### src/hdl/slsa_pkg.sv
`default_nettype none

package slsa_pkg;

  localparam int unsigned SLOT_COUNT_DEF = 4;
  localparam int unsigned SLOT_BYTES_DEF = 128;

  // The line store is split into four byte banks so that a closing beat can
  // write CR, LF and the terminating zero together.
  localparam int unsigned BANKS  = 4;
  localparam int unsigned BANK_W = 2;

  localparam logic [7:0] CH_LF  = 8'h0A;
  localparam logic [7:0] CH_CR  = 8'h0D;
  localparam logic [7:0] CH_NUL = 8'h00;

  typedef enum logic [1:0] {
    KIND_BYTE    = 2'd0,
    KIND_RELEASE = 2'd1,
    KIND_TIMEOUT = 2'd2,
    KIND_READ    = 2'd3
  } kind_e;

  typedef enum logic [1:0] {
    ST_EMPTY   = 2'd0,
    ST_WRITING = 2'd1,
    ST_READY   = 2'd2
  } status_e;

  typedef struct packed {
    logic [1:0] kind;
    logic [7:0] data_byte;
    logic [1:0] slot_select;
    logic [6:0] byte_offset;
  } in_beat_t;

  typedef struct packed {
    logic       line_done;
    logic [1:0] done_slot;
    logic [6:0] done_length;
    logic       truncated;
    logic [7:0] read_data;
    logic [1:0] read_status;
  } out_beat_t;

endpackage

`default_nettype wire

### src/hdl/slsa_line_store.sv
`default_nettype none

module slsa_line_store import slsa_pkg::*; #(
  parameter int unsigned SLOT_COUNT = SLOT_COUNT_DEF,
  parameter int unsigned SLOT_BYTES = SLOT_BYTES_DEF,
  localparam int unsigned SLOT_W = $clog2(SLOT_COUNT),
  localparam int unsigned POS_W  = $clog2(SLOT_BYTES) + 1
) (
  input  logic                          clk_i,
  input  logic                          rst_ni,
  input  logic                          step_i,
  input  logic [BANKS-1:0]              wr_en_i,
  input  logic [SLOT_W-1:0]             wr_slot_i,
  input  logic [BANKS-1:0][POS_W-1:0]   wr_pos_i,
  input  logic [BANKS-1:0][7:0]         wr_data_i,
  input  logic                          rd_ok_i,
  input  logic [SLOT_W-1:0]             rd_slot_i,
  input  logic [POS_W-1:0]              rd_pos_i,
  output logic [7:0]                    rd_data_o,
  output logic                          busy_o
);

  localparam int unsigned RPS   = (SLOT_BYTES + BANKS - 1) / BANKS;
  localparam int unsigned ROWS  = SLOT_COUNT * RPS;
  localparam int unsigned ROW_W = $clog2(ROWS);

  logic [BANKS-1:0][ROW_W-1:0] wr_row;
  logic [ROW_W-1:0]            rd_row;
  logic [7:0]                  bank_rd [BANKS];
  logic [BANK_W-1:0]           rd_bank_q;
  logic                        rd_ok_q;
  logic                        clr_q;
  logic [ROW_W-1:0]            cnt_q;

  always_comb begin
    for (int b = 0; b < BANKS; b++) begin
      wr_row[b] = ROW_W'(wr_slot_i) * ROW_W'(RPS) + ROW_W'(wr_pos_i[b] >> BANK_W);
    end
    rd_row = ROW_W'(rd_slot_i) * ROW_W'(RPS) + ROW_W'(rd_pos_i >> BANK_W);
  end

  // After reset every row of every bank is cleared once, one row per cycle.
  always_ff @(posedge clk_i or negedge rst_ni) begin
    if (!rst_ni) begin
      clr_q <= 1'b1;
      cnt_q <= '0;
    end else if (clr_q) begin
      if (cnt_q == ROW_W'(ROWS - 1)) begin
        clr_q <= 1'b0;
      end
      cnt_q <= cnt_q + ROW_W'(1);
    end
  end

  for (genvar b = 0; b < BANKS; b++) begin : g_bank
    logic [7:0] mem [ROWS];
    logic [7:0] rd_q;

    always_ff @(posedge clk_i) begin
      if (clr_q) begin
        mem[cnt_q] <= '0;
      end else if (wr_en_i[b]) begin
        mem[wr_row[b]] <= wr_data_i[b];
      end
      if (step_i) begin
        rd_q <= mem[rd_row];
      end
    end

    assign bank_rd[b] = rd_q;
  end

  always_ff @(posedge clk_i or negedge rst_ni) begin
    if (!rst_ni) begin
      rd_ok_q   <= 1'b0;
      rd_bank_q <= '0;
    end else if (step_i) begin
      rd_ok_q   <= rd_ok_i;
      rd_bank_q <= rd_pos_i[BANK_W-1:0];
    end
  end

  assign rd_data_o = rd_ok_q ? bank_rd[rd_bank_q] : 8'h00;
  assign busy_o    = clr_q;

  a_clear_once: assert property (@(posedge clk_i) disable iff (!rst_ni)
    !clr_q |=> !clr_q)
    else $error("Clearing pass restarted without reset.");

  a_no_step_in_clear: assert property (@(posedge clk_i) disable iff (!rst_ni)
    clr_q |-> !step_i && (wr_en_i == '0))
    else $error("Beat processed during the clearing pass.");

  a_read_hold: assert property (@(posedge clk_i) disable iff (!rst_ni)
    !step_i |=> $stable(rd_ok_q) && $stable(rd_bank_q))
    else $error("Read result changed without a step.");

endmodule

`default_nettype wire

### config.mk
export PLATFORM = sky130hd
export DESIGN_NAME = slsa_line_store
export DESIGN_NICKNAME = d
export VERILOG_FILES = /design/src/hdl/slsa_pkg.sv /design/src/hdl/slsa_line_store.sv
export SDC_FILE = /design/constraint.sdc
export NUM_CORES = 2
export LEC_CHECK = 0
export BUFFER_PORTS_ARGS = -buffer_cell sky130_fd_sc_hd__buf_2
export CAP_MARGIN = 20
export CORE_ASPECT_RATIO = 1.2
export CORE_MARGIN = 2
export CORE_UTILIZATION = 45
export CTS_CLUSTER_SIZE = 20
export DETAILED_ROUTE_END_ITERATION = 8
export PLACE_DENSITY = 0.59
export SYNTH_ARGS = -nofsm -noshare
export SYNTH_HDL_FRONTEND = slang
export SYNTH_SLANG_ARGS = --single-unit
### constraint.sdc
create_clock -name clk_i -period 3.2 [get_ports clk_i]
set_clock_uncertainty 0.1 [all_clocks]
set_input_delay 0.64 -clock clk_i [delete_from_list [all_inputs] [get_ports clk_i]]
set_output_delay 0.64 -clock clk_i [all_outputs]
set_load 0.005 [all_outputs]
==> results.sh <==
export IMPL_finalCritPeriodShare_pct=97.7
export IMPL_cts_root_buf="clkbuf_16"
export IMPL_clk_latency_ns=0.97
export IMPL_hold_path_cell_count=2
export IMPL_status="finished clean"
export IMPL_final_common_cell="edfxtp_1"
export IMPL_clockBufferDepth=4
export IMPL_avgSynthCellArea_um2=23.6
export IMPL_die_area_um2=361000
export IMPL_grt_max_degree=129
export IMPL_maxCapViolCount=0
export IMPL_fin_tns_setup_ns=0
export IMPL_powerDensity_nw_per_um2=600
export IMPL_placed_cells=12300
export IMPL_seq_area_um2=124000
export IMPL_reg2reg_depth=7
export IMPL_end_kind="primary output"
export IMPL_placed_area_um2=175000
export IMPL_wl_met2_um=201000
export IMPL_syn_nets=6892
export IMPL_clock_fmax_mhz=320
export IMPL_numPortBuffers=84
export IMPL_grt_ovfl_total=0
export IMPL_critPathArrivalTime_ns=2.39
export IMPL_wirelength_um=392000
export IMPL_p_leak_nw=63.0
export IMPL_peakVddDrop_mv=0.437
export IMPL_finalPower_w=0.113
export IMPL_wl_met3_um=25500
export IMPL_rsz0062_at_grt="yes"
export IMPL_die_h_um=658
export IMPL_design_area_um2=188000
export IMPL_final_hold_violation_count=0
export IMPL_ios=93
export IMPL_antenna_found_initial=32
export IMPL_multi_input_area_um2=34600
export IMPL_wl_per_cell_um=30.1
export IMPL_criticalPathCategory="register to primary output"
export IMPL_synthToLayoutAreaGrowth_pct=17.5
export IMPL_synthCells=6802
export IMPL_worstMarginPinSlew_ns=0.928
export IMPL_cp_required_ns=2.46
export IMPL_drtIter0Drc=7405
export IMPL_nNetsFinal=8072
export IMPL_synth_seq_cells=4139
export IMPL_h_tree_depth=5
export IMPL_cts_tree="built"
export IMPL_synth_largest_area_cell="edfxtp_1"
export IMPL_num_fill_cells=27000
export IMPL_grt_pass1_wl_um=565000
export IMPL_setup_viol=0
export IMPL_drive_above_1_share_pct=37.5
export IMPL_cts_sinks=4139
export IMPL_antenna_left=0
export IMPL_clk_pin_slew_ns=0.06
export IMPL_routed_via_count=75400
export IMPL_synthesis_area_um2=160000
export IMPL_seq_area_frac_synth_pct=77.5
export IMPL_yosysUniqueCellTypes=35
export IMPL_fp_coreArea_um2=355000
export IMPL_synth_top_area_share_pct=77.3
export IMPL_start_util_pct=45.1
export IMPL_dr_pass1_iters=5
export IMPL_hpwl_um=252000
export IMPL_drv_slew=0
export IMPL_top_layer="met5"
export IMPL_num_rows=240
export IMPL_start_kind="register"
export IMPL_min_path_type="input pin to register"
export IMPL_numCtsBuffers=402
export IMPL_fin_cells=13100
export IMPL_synth_area_leaders="edfxtp_1, mux4_2, nor2_1, mux2_2, clkbuf_1"
export IMPL_max_slew_margin_pct=38.1
export IMPL_cp_max_fo=1
export IMPL_die_w_um=549
export IMPL_vias_per_cell=5.77
export IMPL_gp_congestion=0.819
export IMPL_drc=0
export IMPL_wl_met1_um=153000
export IMPL_grt_util_all_layers_pct=21.7
export IMPL_grt_pass1_vias=78300
export IMPL_layout_common_cells="edfxtp_1, mux4_2, buf_4, nor2_1, clkbuf_16"
export IMPL_period_needed_ns=3.13
export IMPL_ys_warn_count=0
[per-stage QoR]
| stage | setup WS [ns] | util (%) | hold WS (ns) |
|---|---|---|---|
| after global routing | -0.000589 | 53.0 | 0.0429 |
| final | 0.0721 | 53.0 | 0.0718 |
| after detailed placement | -0.696 | 49.4 | 0.443 |
| after floorplan | -0.329 | - | 0.244 |
| after CTS | -0.00635 | 53.0 | 0.00586 |
| after global placement | -0.722 | 49.4 | 0.429 |
[timing repair]
item,CTS,global route
resized for setup,21,1
setup endpoints to repair,8,7
hold buffers,3,0
setup buffers,2,0
endpoints found under the hold margin,13,0
[metal layers]
layer,GRT usage [%],vias to the layer above
li1,-,31400
met1,28.7,40900
met2,36.8,2464
met3,3.59,559
met4,7.00,18
met5,0,-
[path summary, 6_finish.rpt]
check / endpoint / from / slack, ns
setup / recovery: rd_data_o[5] / g_bank[0].rd_q[5] / 0.07
hold / removal: g_bank[1].mem[93][1] / wr_data_i[9] / 0.07
setup reg to reg: g_bank[1].mem[4][2] / busy_o / 0.23
hold reg to reg: cnt_q[5] / cnt_q[5] / 0.46
max in group asynchronous: busy_o / rst_ni / 2.49
min in group asynchronous: rd_bank_q[1] / rst_ni / 0.21
[area by class of cell]
class                   count  share of cell area, %
flip-flops and latches   4139                   65.9
multi-input cells        2296                   18.4
repair buffers           1141                   5.68
clock buffers             498                   5.64
well taps                4719                   3.13
clock inverters           244                   1.19
diodes                     15                 0.0199
inverters                   2                0.00398
[power by group]
part	internal [W]	switching, W	leakage (nW)	total (W)
Clock	0.0265	0.0201	6.27	0.0466
Combinational	0.00278	0.00369	16.8	0.00647
Sequential	0.0598	0.000135	40.0	0.0599
[synth_stat cells]
| master | instances |
|---|---|
| a221oi_1 | 32 |
| buf_6 | 3 |
| nor2b_1 | 7 |
| nor2_1 | 520 |
| mux4_2 | 1288 |
| o32a_1 | 2 |
| buf_4 | 11 |
| clkbuf_1 | 202 |
| o31ai_1 | 6 |
| nand3_1 | 9 |
| o21a_1 | 1 |
| dfrtp_1 | 10 |
| buf_1 | 18 |
| or3_1 | 1 |
| and2_1 | 40 |
| a32o_1 | 1 |
| a21boi_1 | 1 |
| ha_1 | 6 |
| edfxtp_1 | 4128 |
| buf_2 | 131 |
| nand2b_1 | 15 |
| a22o_1 | 2 |
| or2_2 | 2 |
| xnor2_1 | 8 |
| mux2i_1 | 69 |
| nand3b_1 | 14 |
| nand2_1 | 127 |
| mux2_2 | 68 |
| inv_1 | 2 |
| nand4_1 | 3 |
| dfstp_2 | 1 |
| o21ai_0 | 16 |
| xor2_1 | 7 |
| o22ai_1 | 48 |
| o32ai_1 | 3 |
[sequential cells by signal, indices dropped and copies added, names as in the netlist]
signal / count
g_bank.rd_q: 32
cnt_q: 7
rd_ok_q: 1
g_bank.mem: 4096
rd_bank_q: 2
busy_o: 1
[kinds of logic after synthesis]
| family | after synthesis | share of synthesized area (%) |
|---|---|---|
| AOI/OAI and AO/OA | 112 | 0.496 |
| xor gates and xnor gates | 15 | 0.0820 |
| adders and majority gates | 6 | 0.0468 |
| buffers and inverters | 367 | 1.00 |
| DFF | 4139 | 77.5 |
| muxes | 1425 | 19.0 |
| and+or+nand+nor | 738 | 1.87 |
[critical path, cell delays in order, from the launching register on]
cell and delay (ns):
edfxtp_1 0.55, mux4_2 0.52, and2_4 0.22, buf_6 0.12
Power figures use the tool's default switching activity.
