## src/hdl/slsa_pkg.sv

```systemverilog
`default_nettype none

package slsa_pkg;

  localparam int unsigned SLOT_COUNT_DEF = 4;
  localparam int unsigned SLOT_BYTES_DEF = 128;

  // The line store is split into four byte banks so that a closing beat can
  // write CR, LF and the terminating zero together.
  localparam int unsigned BANKS  = 4;
  localparam int unsigned BANK_W = 2;

  localparam logic [7:0] CH_LF  = 8'h0A;
  localparam logic [7:0] CH_CR  = 8'h0D;
  localparam logic [7:0] CH_NUL = 8'h00;

  typedef enum logic [1:0] {
    KIND_BYTE    = 2'd0,
    KIND_RELEASE = 2'd1,
    KIND_TIMEOUT = 2'd2,
    KIND_READ    = 2'd3
  } kind_e;

  typedef enum logic [1:0] {
    ST_EMPTY   = 2'd0,
    ST_WRITING = 2'd1,
    ST_READY   = 2'd2
  } status_e;

  typedef struct packed {
    logic [1:0] kind;
    logic [7:0] data_byte;
    logic [1:0] slot_select;
    logic [6:0] byte_offset;
  } in_beat_t;

  typedef struct packed {
    logic       line_done;
    logic [1:0] done_slot;
    logic [6:0] done_length;
    logic       truncated;
    logic [7:0] read_data;
    logic [1:0] read_status;
  } out_beat_t;

endpackage

`default_nettype wire

```

## src/hdl/slsa_slot_ctrl.sv

```systemverilog
`default_nettype none

module slsa_slot_ctrl import slsa_pkg::*; #(
  parameter int unsigned SLOT_COUNT = SLOT_COUNT_DEF,
  parameter int unsigned SLOT_BYTES = SLOT_BYTES_DEF,
  localparam int unsigned SLOT_W = $clog2(SLOT_COUNT),
  localparam int unsigned IDX_W  = $clog2(SLOT_BYTES),
  localparam int unsigned POS_W  = IDX_W + 1
) (
  input  logic                          clk_i,
  input  logic                          rst_ni,
  input  logic                          step_i,
  input  in_beat_t                      item_i,
  output logic [BANKS-1:0]              wr_en_o,
  output logic [SLOT_W-1:0]             wr_slot_o,
  output logic [BANKS-1:0][POS_W-1:0]   wr_pos_o,
  output logic [BANKS-1:0][7:0]         wr_data_o,
  output logic                          rd_ok_o,
  output logic [SLOT_W-1:0]             rd_slot_o,
  output logic [POS_W-1:0]              rd_pos_o,
  output out_beat_t                     res_o
);

  status_e           status_q [SLOT_COUNT];
  status_e           status_d [SLOT_COUNT];
  logic [IDX_W-1:0]  wi_q, wi_d;
  logic [SLOT_W-1:0] cur_q, cur_d;
  logic [SLOT_W-1:0] nxt;
  logic [SLOT_W-1:0] sel_slot;
  logic              sel_ok;
  logic              off_ok;
  logic [POS_W-1:0]  wi_ext;
  logic [POS_W-1:0]  dlen;
  logic [1:0]        nbytes;
  logic [7:0]        bytes [3];
  logic              close;
  logic              trunc;

  assign sel_slot = SLOT_W'(item_i.slot_select);
  assign sel_ok   = item_i.slot_select < SLOT_COUNT;
  assign off_ok   = item_i.byte_offset < SLOT_BYTES;
  assign wi_ext   = POS_W'(wi_q);
  assign nxt      = (cur_q == SLOT_W'(SLOT_COUNT - 1)) ? '0 : cur_q + SLOT_W'(1);

  always_comb begin
    status_d = status_q;
    wi_d     = wi_q;
    cur_d    = cur_q;
    nbytes   = 2'd0;
    bytes    = '{default: CH_NUL};
    close    = 1'b0;
    trunc    = 1'b0;
    dlen     = '0;
    res_o    = '0;

    case (item_i.kind)
      KIND_BYTE: begin
        if (item_i.data_byte == CH_LF) begin
          if (wi_q < SLOT_BYTES - 1) begin
            nbytes   = 2'd2;
            bytes[0] = CH_LF;
            bytes[1] = CH_NUL;
            dlen     = wi_ext + POS_W'(1);
          end else begin
            nbytes   = 2'd1;
            bytes[0] = CH_NUL;
            dlen     = wi_ext;
          end
          close = 1'b1;
        end else if (wi_q < SLOT_BYTES - 3) begin
          nbytes   = 2'd1;
          bytes[0] = item_i.data_byte;
          wi_d     = wi_q + IDX_W'(1);
        end else begin
          // The slot is about to overflow: drop the byte and close the line.
          nbytes   = 2'd3;
          bytes[0] = CH_CR;
          bytes[1] = CH_LF;
          bytes[2] = CH_NUL;
          dlen     = wi_ext + POS_W'(1);
          close    = 1'b1;
          trunc    = 1'b1;
        end
      end
      KIND_RELEASE: begin
        if (sel_ok && status_q[sel_slot] == ST_READY) begin
          status_d[sel_slot] = ST_EMPTY;
        end
      end
      KIND_TIMEOUT: begin
        wi_d = '0;
      end
      KIND_READ: begin
        if (sel_ok) begin
          res_o.read_status = status_q[sel_slot];
        end
      end
      default: begin
      end
    endcase

    if (close) begin
      status_d[cur_q] = ST_READY;
      status_d[nxt]   = ST_WRITING;
      cur_d           = nxt;
      wi_d            = '0;
      res_o.done_slot = 2'(cur_q);
    end
    res_o.line_done   = close;
    res_o.done_length = 7'(dlen);
    res_o.truncated   = trunc;
  end

  // Bank b takes the byte whose position in the slot is congruent to b.
  always_comb begin
    logic [BANK_W-1:0] k;
    logic [POS_W-1:0]  pos;
    for (int b = 0; b < BANKS; b++) begin
      k            = BANK_W'(b) - wi_q[BANK_W-1:0];
      pos          = wi_ext + POS_W'(k);
      wr_pos_o[b]  = pos;
      wr_en_o[b]   = step_i && (item_i.kind == KIND_BYTE) && (k < nbytes)
                     && (pos < SLOT_BYTES);
      case (k)
        2'd0:    wr_data_o[b] = bytes[0];
        2'd1:    wr_data_o[b] = bytes[1];
        2'd2:    wr_data_o[b] = bytes[2];
        default: wr_data_o[b] = CH_NUL;
      endcase
    end
  end

  assign wr_slot_o = cur_q;
  assign rd_ok_o   = (item_i.kind == KIND_READ) && sel_ok && off_ok;
  assign rd_slot_o = sel_slot;
  assign rd_pos_o  = POS_W'(item_i.byte_offset);

  always_ff @(posedge clk_i or negedge rst_ni) begin
    if (!rst_ni) begin
      status_q <= '{default: ST_EMPTY};
      wi_q     <= '0;
      cur_q    <= '0;
    end else if (step_i) begin
      status_q <= status_d;
      wi_q     <= wi_d;
      cur_q    <= cur_d;
    end
  end

  a_wi_bound: assert property (@(posedge clk_i) disable iff (!rst_ni)
    wi_q <= SLOT_BYTES - 3)
    else $error("Write index passed the overflow threshold.");

  a_close_advance: assert property (@(posedge clk_i) disable iff (!rst_ni)
    step_i && close |=> (status_q[cur_q] == ST_WRITING) && (wi_q == '0)
                        && (status_q[$past(cur_q)] == ST_READY))
    else $error("Closing a line did not advance to the next slot.");

  a_cur_open: assert property (@(posedge clk_i) disable iff (!rst_ni)
    status_q[cur_q] != ST_READY)
    else $error("The slot being filled is marked ready.");

endmodule

`default_nettype wire

```

## config.mk

```make
export PLATFORM = sky130hd
export DESIGN_NAME = slsa_slot_ctrl
export DESIGN_NICKNAME = d
export VERILOG_FILES = /design/src/hdl/slsa_pkg.sv /design/src/hdl/slsa_slot_ctrl.sv
export SDC_FILE = /design/constraint.sdc
export NUM_CORES = 1
export LEC_CHECK = 0
export ABC_AREA = 0
export BUFFER_PORTS_ARGS = -buffer_cell sky130_fd_sc_hd__buf_2
export CORE_ASPECT_RATIO = 0.8
export CORE_UTILIZATION = 42
export DETAILED_ROUTE_END_ITERATION = 8
export PLACE_DENSITY = 0.81
export RECOVER_POWER = 25
export SKIP_LAST_GASP = 1
export SLEW_MARGIN = 20
export SYNTH_ARGS = -nofsm -noshare
export SYNTH_HDL_FRONTEND = slang
export SYNTH_SLANG_ARGS = --single-unit
```

## constraint.sdc

```tcl
create_clock -name clk_i -period 6.5 [get_ports clk_i]
set_clock_uncertainty 0.1 [all_clocks]
set_input_delay 0.65 -clock clk_i [delete_from_list [all_inputs] [get_ports clk_i]]
set_output_delay 0.65 -clock clk_i [all_outputs]
set_load 0.005 [all_outputs]
```

==> results of run 1 <==
==> stage by stage <==
stage                     instance area [um2]  setup WS, ns  cells
after global routing                     2630          2.29    413
after CTS                                2630          2.58    413
final                                    2630          2.58    413
after detailed placement                 2590          2.77    409
after global placement                   2590          2.89    409
after floorplan                          2340          3.23    298
==> per-layer routing <==
layer | wire length [um] | up-vias | track usage, %
met3 | 492 | 9 | 4.58
met5 | 0 | - | 0
met1 | 3050 | 1108 | 32.6
met4 | 57 | 0 | 5.51
met2 | 3030 | 109 | 38.7
li1 | - | 1085 | -
==> placed cells by master, fill, tap and decap left out, types with 10 or more instances in the layout <==
cell and n:
a21oi_1 10, and2_1 16, buf_2 89, conb_1 16, dfrtp_1 17, ha_1 18
inv_1 15, nand2_1 20, nor2_1 26, xnor2_1 11
==> cells in the mapped netlist (3+ instances only) <==
cell / instances
a21oi_1: 10
a31oi_1: 9
and2_1: 17
and3_1: 6
buf_1: 3
buf_4: 33
clkbuf_1: 6
dfrtp_1: 17
ha_1: 18
inv_1: 15
mux2_2: 3
nand2_1: 20
nand2b_1: 3
nand3_1: 8
nand4_1: 3
nor2_1: 26
o21ai_0: 9
xnor2_1: 11
xor2_1: 9
==> final cells by class <==
class                   count  area (um2)  share of cell area (%)
flip-flops and latches     17         425                    16.2
well taps                  62        77.6                    2.95
multi-input cells         222        1560                    59.4
clock buffers               3        41.3                    1.57
inverters                  15        56.3                    2.14
clock inverters             1        5.00                   0.190
repair buffers             93         460                    17.5
==> flip-flops by register name (all words and copies together), names as in the netlist <==
register   cells
status_q       8
wi_q           7
wr_slot_o      2
==> cells by family (layout without fill, tap and decap cells) <==
kind of cell / Yosys count / in the layout / share of synthesized area, %
fa+ha+maj: 18 / 18 / 9.86
buf+inv: 59 / 112 / 15.2
xor+xnor: 20 / 20 / 7.67
compound gates: 56 / 56 / 18.0
other cells: 2 / 16 / 0.329
simple gates: 105 / 105 / 25.9
flops: 17 / 17 / 18.6
mux: 7 / 7 / 4.33
==> worst register-to-register path: stages (launching register included) <==
cell	delay (ns)
dfrtp_1	0.58
inv_1	0.25
ha_1	0.26
a21o_1	0.22
a221oi_2	0.70
o21ai_0	0.19
a31oi_1	0.19
==> power breakdown <==
group	total (mW)	internal, mW	leakage [nW]	switching [mW]
Sequential	0.134	0.111	0.219	0.0230
Combinational	0.173	0.0706	1.15	0.103
Clock	0.0813	0.0426	0.0255	0.0387
Total	0.389	0.225	1.39	0.164
==> how the worst max path moves through the flow <==
stage                     startpoint  depth (start not counted)    endpoint
after floorplan           item_i[11]                          7  wr_en_o[0]
after global placement    item_i[16]                          9  wr_en_o[0]
after detailed placement  item_i[16]                          9  wr_en_o[2]
after CTS                    wi_q[2]                          9  wr_en_o[2]
after global routing         wi_q[2]                          9  wr_en_o[2]
final                        wi_q[2]                          9  wr_en_o[2]
==> impl_results.md, run 1 <==
* Post-synth ARST share at 100%
* Via-per-instance ratio at 5.60
* Drt wl/cell at 16.0 um
* Final nets at 392
* Post-cts sizing count at 0
* Seq cells post-synth at 17
* Initial antenna violation count at 0
* Nature of the critical path endpoint: output pin
* Pwr dens at 148 nW/um2
* Clock root buffer: clkbuf_8
* Core ar. at 5120 um2
* Area leader, netlist: dfrtp_1
* Final setup viols at 0
* # diodes at 0
* CP cell instances: ha_1 -> a21oi_1 -> o22ai_2 -> nand2_2 -> inv_1 -> nand2_1 -> ha_1 -> a2111oi_0 -> buf_2
* Netlist Area Pre-Place at 2280 um2
* Leakage power at 1.39 nW
* CP Data Arrival Time at 3.17 ns
* Gpl congestion at 0.925
* Post-synth EDFFs at 0
* Failing checks: DRC
* Slew margin rel. at 36.6%
* H-tree depth at 1
* CP Max Fanout at 15
* Warning count from the yosys run at 0
* Vias in the first global route at 2,126
* CTS Sinks at 17
* Crit path top cell by count: ha_1
* Horiz. Die Dim at 84.4 um
* Worst-skew pair later-pin latency at 0.26 ns
* RR Endpoint: wi_q[6]
* Distinct cells, synth at 62
* Flop-to-flop setup slack at 3.93 ns
* Seq/Total Area, Yosys at 18.6%
* Global-route usage over all layers at 23.6%
* # rows at 23
* Slowest CP cell: dfrtp_1
* ANT nets after route at 0
* Slowest stage delay, CP at 0.65 ns
* Top FF cell, synth: dfrtp_1
* Design Power at 0.389 mW
* CTS Buf Count at 3
* TritonCTS clock tree: done
* Period utilisation layout at 60.3%
* Die area at 5740 um2
* Worst Setup Start Kind: flop
* Syn Inst Count at 284
* Share of the synthesized area in the top cell type at 18.6%
* Post-layout util at 51.3%
* DRT Pass-1 Iters at 6
* Reg clk slew, reported paths at 0.07 ns
* Cts hold-fix bufs at 0
* First-pass GRT wire length at 10,800 um
* Largest net degree at the start of global routing at 18
* Critical Setup Path Class: flop to output pin
* TNS Setup at 0 ns
* Syn_area_per_cell at 8.04 um2
* WL final at 6630 um
* Postcts setup bufs at 0
* Worst reg2reg path depth at 6
* Total grt overflow at 0
* HP Class: input port to asynchronous set/reset pin
* Hold Fails Final Rpt at 0
* Fin Hold WS at 0.414 ns
* Reg2reg start: wi_q[1]
* Routed via count at 2,311
* Port Buffer Count at 93
* Fmax achieved at 0.255 GHz
* Worst-margin pin slew at 0.951 ns
* Worst Path Buf+Inv at 2
* # Max-Cap Violations at 0
* Die Height at 68.0 um
* Fillcell total at 515
* DRT iter0 DRCs at 152
* Unrepaired setup endpoints after global routing: no
* Share of layout cells above drive strength 1 at 32.2%
* Synth area leaders: dfrtp_1 19%, buf_4 11%, ha_1 9.9%
* HPWL Detailed at 5100 um
* I/O pins at 124
* Outcome: finished, violations left
* Max rail drop VDD at 0.0663 mV
* Area delta synth->final at 15.1%
* Final Slew Violations at 0
* Post-route DRC at 17
* Starting density of the core at 44.6%
* Longest Clk Path Bufs at 2
* Worst endpoint required time at 5.75 ns
* Top delay family on crit path: compound AO/OA/AOI/OAI gates
* Final Critical Period at 3.92 ns
No activity file was read; power rests on OpenSTA's default activity.
==> run 2, diff against run 1 <==
--- a/config.mk
+++ b/config.mk
@@ -8,9 +8,9 @@
 export ABC_AREA = 0
 export BUFFER_PORTS_ARGS = -buffer_cell sky130_fd_sc_hd__buf_2
 export CORE_ASPECT_RATIO = 0.8
-export CORE_UTILIZATION = 42
+export CORE_UTILIZATION = 41
 export DETAILED_ROUTE_END_ITERATION = 8
-export PLACE_DENSITY = 0.81
+export PLACE_DENSITY = 0.82
 export RECOVER_POWER = 25
 export SKIP_LAST_GASP = 1
 export SLEW_MARGIN = 20
==> constraint.sdc (replaced) <==
create_clock -name clk_i -period 3.15 [get_ports clk_i]
set_clock_uncertainty 0.1 [all_clocks]
set_input_delay 0.315 -clock clk_i [delete_from_list [all_inputs] [get_ports clk_i]]
set_output_delay 0.315 -clock clk_i [all_outputs]
set_load 0.005 [all_outputs]
==> run 2 against run 1 <==
Compared with the run above:
- power increased by 120%
- clock power increased by 110%
- flip-flop and latch count unchanged
- the run now ends clean
- via count increased by 3.7%
- combinational power increased by 140%
- cell count increased by 3.6%
==> impl_results.md, run 2 (same netlist as run 1, synthesis figures left out) <==
* Final setup viols at 0
* CTS Sinks at 17
* Starting density of the core at 44.1%
* Worst-skew pair later-pin latency at 0.26 ns
* DRT iter0 DRCs at 153
* Reg clk slew, reported paths at 0.07 ns
* Final nets at 407
* WL final at 6580 um
* CP Max Fanout at 9
* CP Data Arrival Time at 2.60 ns
* # Max-Cap Violations at 0
* Post-Layout Cell Count at 428
* Vias in the first global route at 2,109
* Global-route usage over all layers at 22.0%
* Cells after DPL at 420
* H-tree depth at 1
* Unrepaired setup endpoints after global routing: no
* Gpl congestion at 0.914
* Drt wl/cell at 15.4 um
* Flop-to-flop setup slack at 0.81 ns
* Worst endpoint required time at 2.73 ns
* Longest Clk Path Bufs at 2
* CTS Buf Count at 3
* Area delta synth->final at 21.0%
* TNS Setup at 0 ns
* Design Power at 0.843 mW
* Final Critical Period at 3.01 ns
* Period utilisation layout at 95.6%
* Max rail drop VDD at 0.137 mV
* # diodes at 0
* Routed via count at 2,397
* I/O pins at 124
* DRT Pass-1 Iters at 4
* TritonCTS clock tree: done
* Met2 Wirelength at 2940 um
* Fillcell total at 502
* Share of layout cells above drive strength 1 at 35.2%
* Most common cell after layout, fill and taps aside: buf_2
* Setup WS pre-CTS at 0.167 ns
* Die area at 5870 um2
* Top Metal Used: met4
* Horiz. Die Dim at 85.4 um
* Core ar. at 5180 um2
* Critical Setup Path Class: flop to output pin
* ANT nets after route at 0
* Initial antenna violation count at 0
* HP Class: input port to flop
* Clock root buffer: clkbuf_8
* Met3 WL at 489 um
* Largest net degree at the start of global routing at 18
* Post-route DRC at 0
* Placed Area at 2670 um2
* Via-per-instance ratio at 5.60
* Leakage power at 1.47 nW
* Most frequent cells in the layout: 89 x buf_2, 26 x nor2_1, 20 x nand2_1
* Hold Fails Final Rpt at 0
* Final Slew Violations at 0
* First-pass GRT wire length at 10,200 um
* DRT met1 WL at 3110 um
* Total grt overflow at 0
* Fin area at 2760 um2
* Worst setup margin at 0.139 ns
* Worst-margin pin slew at 0.966 ns
* Slew margin rel. at 35.6%
* Fmax achieved at 0.332 GHz
* Largest register FFs at 8
* Die Height at 68.8 um
* Port Buffer Count at 93
* # rows at 23
* Nature of the critical path endpoint: output pin
* HPWL Detailed at 5140 um
* Biggest register: status_q
* Outcome: finished, final reports clean
* Worst Setup Start Kind: flop
* Pwr dens at 305 nW/um2
-- run 2: cell types whose count changed in the layout (fill, tap and decap cells not counted), moves of 2 or more --
| cell | previous run | this run |
|---|---|---|
| a2111oi_0 | 2 | 0 |
| clkbuf_1 | 4 | 6 |
| buf_4 | 0 | 13 |
| a2111oi_1 | 0 | 2 |
-- run 2: worst max-delay path, cell delays in order (launching register included) --
cell	delay, ns
dfrtp_2	0.49
inv_1	0.11
ha_1	0.19
a21oi_2	0.08
o22ai_2	0.24
nand2_4	0.13
inv_2	0.11
nand2_1	0.15
ha_1	0.32
a2111oi_1	0.35
buf_2	0.18
-- run 2: routing by layer --
metal	up-vias	GRT usage, %
li1	1118	-
met1	1145	31.1
met2	123	36.0
met3	11	3.10
met4	0	5.21
met5	-	0
-- run 2: layout make-up --
| cell class | count | area, um2 | share of cell area (%) |
|---|---|---|---|
| repair buffers | 108 | 572 | 20.7 |
| multi-input cells | 222 | 1590 | 57.4 |
| inverters | 15 | 56.3 | 2.04 |
| flip-flops and latches | 17 | 427 | 15.4 |
| well taps | 62 | 77.6 | 2.81 |
| clock buffers | 4 | 45.0 | 1.63 |
-- run 2: per-stage QoR --
step           util, %  hold slack, ns
6_report          53.4           0.256
2_1_floorplan        -         -0.0806
5_1_grt           53.4           0.294
4_1_cts           52.7           0.255
3_3_place_gp      51.5           0.159
3_5_place_dp      51.5           0.166
-- run 2: final timing paths --
path	end	start	cells after the start
setup / recovery	wr_en_o[0]	wi_q[1]	10
hold / removal	status_q[1]	step_i	2
setup reg to reg	wi_q[6]	wi_q[1]	6
hold reg to reg	status_q[0]	status_q[0]	1
max in group asynchronous	wi_q[1]	rst_ni	2
min in group asynchronous	status_q[4]	rst_ni	2
-- run 2: what timing repair did --
item / 4_1_cts / 5_1_grt
buffers inserted: 0 / 3
endpoints found under the hold margin: 17 / 0
hold buffers: 1 / 0
gates resized for setup: 2 / 6
setup endpoints to repair: 2 / 2
-- run 2: report_power, final --
group          internal, mW  switching (mW)
sequential            0.231          0.0251
combinational         0.173           0.242
clock                0.0900          0.0821
total                 0.494           0.349
==> run 3, diff against run 2 <==
--- a/config.mk
+++ b/config.mk
@@ -5,12 +5,12 @@
 export SDC_FILE = /design/constraint.sdc
 export NUM_CORES = 1
 export LEC_CHECK = 0
-export ABC_AREA = 0
+export ABC_AREA = 1
 export BUFFER_PORTS_ARGS = -buffer_cell sky130_fd_sc_hd__buf_2
 export CORE_ASPECT_RATIO = 0.8
 export CORE_UTILIZATION = 41
 export DETAILED_ROUTE_END_ITERATION = 8
-export PLACE_DENSITY = 0.82
+export PLACE_DENSITY = 0.83
 export RECOVER_POWER = 25
 export SKIP_LAST_GASP = 1
 export SLEW_MARGIN = 20
==> run 3 against run 2 <==
Compared with the run above:
- the flow now finishes with violations (DRC)
- sequential share of layout area rose by 0.59 points
- hold slack improved by 0.036 ns
- die area fell by 2.9%
- synthesized cell count increased by 23%
- utilization fell by 0.94 points
- sequential power grew 9.4%
- wire length down 6.9%
- flip-flop and latch count stayed put
- clock-buffer cell count is the same
- critical path depth rose by 3
- largest power group unchanged
==> impl_results.md, run 3 <==
* CTS Sinks at 17
* HPWL Detailed at 4840 um
* Seq cells post-synth at 17
* Final setup viols at 0
* Final nets at 474
* Share of the synthesized area in the top cell type at 19.2%
* # diodes at 0
* Slew margin rel. at 36.8%
* Worst reg2reg path depth at 11
* ANT nets after route at 0
* Clock root buffer: clkbuf_8
* Reg clk slew, reported paths at 0.07 ns
* Hold-critical path depth at 3
* Distinct cells, synth at 28
* Drt wl/cell at 12.4 um
* Initial antenna violation count at 0
* Share of layout cells above drive strength 1 at 27.5%
* Worst-skew pair later-pin latency at 0.25 ns
* CTS Buf Count at 3
* Worst Setup Start Kind: flop
* Worst setup margin at 0.240 ns
* H-tree depth at 1
* Top FF cell, synth: dfrtp_1
* Gpl congestion at 0.855
* Port Buffer Count at 93
* Leakage power at 1.69 nW
* Area leader, netlist: dfrtp_1
* WL final at 6120 um
* # rows at 23
* Warning count from the yosys run at 0
* DRT Pass-1 Iters at 7
* Horiz. Die Dim at 84.2 um
* Post-layout util at 52.4%
* Final Critical Period at 2.91 ns
* TritonCTS clock tree: done
* Flop-to-flop setup slack at 1.21 ns
* Most common cell after layout, fill and taps aside: buf_2
* Longest Clk Path Bufs at 2
* Biggest register: status_q
* Total grt overflow at 0
* Largest register FFs at 8
* Pwr dens at 372 nW/um2
* Area delta synth->final at 20.5%
* Syn Inst Count at 348
* Netlist Area Pre-Place at 2220 um2
* Critical Setup Path Class: flop to output pin
* CP Max Fanout at 10
* Largest net degree at the start of global routing at 18
* Top post-synthesis cells by count: 86 x nand2_1, 45 x inv_1, 43 x nor2_1
* Post-route DRC at 17
* Max rail drop VDD at 0.106 mV
* Post-Layout Cell Count at 495
* Hold_sp: step_i
* Via-per-instance ratio at 4.93
* DRT iter0 DRCs at 276
* Failing checks: DRC
* Global-route usage over all layers at 21.3%
* Vias in the first global route at 2,068
* Die area at 5700 um2
* Fin Hold WS at 0.293 ns
* Synth area leaders: dfrtp_1 19%, nand2_1 15%, buf_4 12%
* Die Height at 67.8 um
* Period utilisation layout at 92.4%
* Most frequent cells in the layout: 89 x buf_2, 85 x nand2_1, 44 x inv_1
* RR Endpoint: status_q[1]
* Unrepaired setup endpoints after global routing: no
* TNS Setup at 0 ns
* I/O pins at 124
* Final Slew Violations at 0
* Fmax achieved at 0.344 GHz
* Hold Fails Final Rpt at 0
* Core ar. at 5090 um2
* CP Data Arrival Time at 2.49 ns
* Hold EP: status_q[2]
* Worst-margin pin slew at 0.948 ns
* Worst endpoint required time at 2.73 ns
* # Max-Cap Violations at 0
* First-pass GRT wire length at 9650 um
* Routed via count at 2,440
* Setup WS pre-CTS at 0.371 ns
* Syn_area_per_cell at 6.37 um2
* HP Class: input port to flop
* Post-synth ARST share at 100%
* Outcome: finished, violations left
* Nature of the critical path endpoint: output pin
* Post-synth EDFFs at 0
* Count leader, synth: nand2_1
* Starting density of the core at 43.5%
* Cells after DPL at 483
* Reg2reg start: wi_q[2]
* Seq/Total Area, Yosys at 19.2%
==> run 3: cell types whose count changed after synthesis, sizes merged, moves of 7 or more <==
cell and change:
a31oi -9, and2 -17, and3 -7, inv +31, nand2 +70, nand3 +11, nor2 +21, o21ai +15
xnor2 -9
==> run 3: area by class of cell <==
cell class | instances | area, um2
fill | 531 | 2420
multi-input combinational | 260 | 1390
timing repair buffer | 104 | 543
sequential | 17 | 428
inverter | 48 | 189
tap | 62 | 77.6
clock buffer | 4 | 45.0
==> run 3: kinds of logic after synthesis <==
group                    share of synthesized area [%]
flip-flops                                        19.2
other                                            0.339
adder cells (fa/ha/maj)                           10.2
buffers and inverters                             20.7
AO/OA/AOI/OAI                                     10.5
XOR/XNOR                                          6.32
AND/OR/NAND/NOR                                   32.8
==> run 3: per-layer routing <==
metal / GRT usage (%) / vias to the layer above / wire length [um]
met1: 29.2 / 1113 / 2740
met5: 0 / - / 0
met2: 35.1 / 106 / 2910
met3: 4.16 / 6 / 430
li1: - / 1215 / -
met4: 4.09 / 0 / 44
==> run 3: worst max path at each step <==
stage	endpoint	from	cells after the start
finish	wr_en_o[0]	wi_q[2]	13
global route	wr_en_o[0]	wi_q[2]	13
CTS	wr_en_o[0]	wi_q[1]	14
detailed placement	wr_en_o[0]	wi_q[1]	14
global placement	wr_en_o[0]	wi_q[1]	14
floorplan	wr_en_o[0]	wi_q[2]	10
==> run 3: power by group <==
group / leakage [nW] / switching [mW] / internal (mW)
clock: 0.0228 / 0.0754 / 0.0898
combinational: 1.46 / 0.327 / 0.221
sequential: 0.200 / 0.0400 / 0.240
==> run 3: critical path: stages, from the launching register on <==
cell      delay [ns]
dfrtp_2         0.49
ha_1            0.26
inv_1           0.14
nand2_1         0.11
nand2_4         0.14
nand2_4         0.09
nand2_4         0.14
clkinv_4        0.10
nand2_2         0.12
ha_1            0.24
o21ai_0         0.07
nand2_1         0.07
nor3_1          0.12
buf_2           0.14
==> run 3: what timing repair did <==
item / 4_1_cts / 5_1_grt
hold endpoints to repair: 17 / 0
resized for setup: 0 / 4
hold buffers: 1 / 0
buffers inserted: 0 / 7
endpoints found under the setup margin: 0 / 4
==> run 3: metrics by stage <==
stage	cell area, um2	power (mW)
floorplan	2270	0.617
global placement	2560	0.759
detailed placement	2560	0.778
CTS	2620	0.946
global route	2670	1.07
finish	2670	0.994
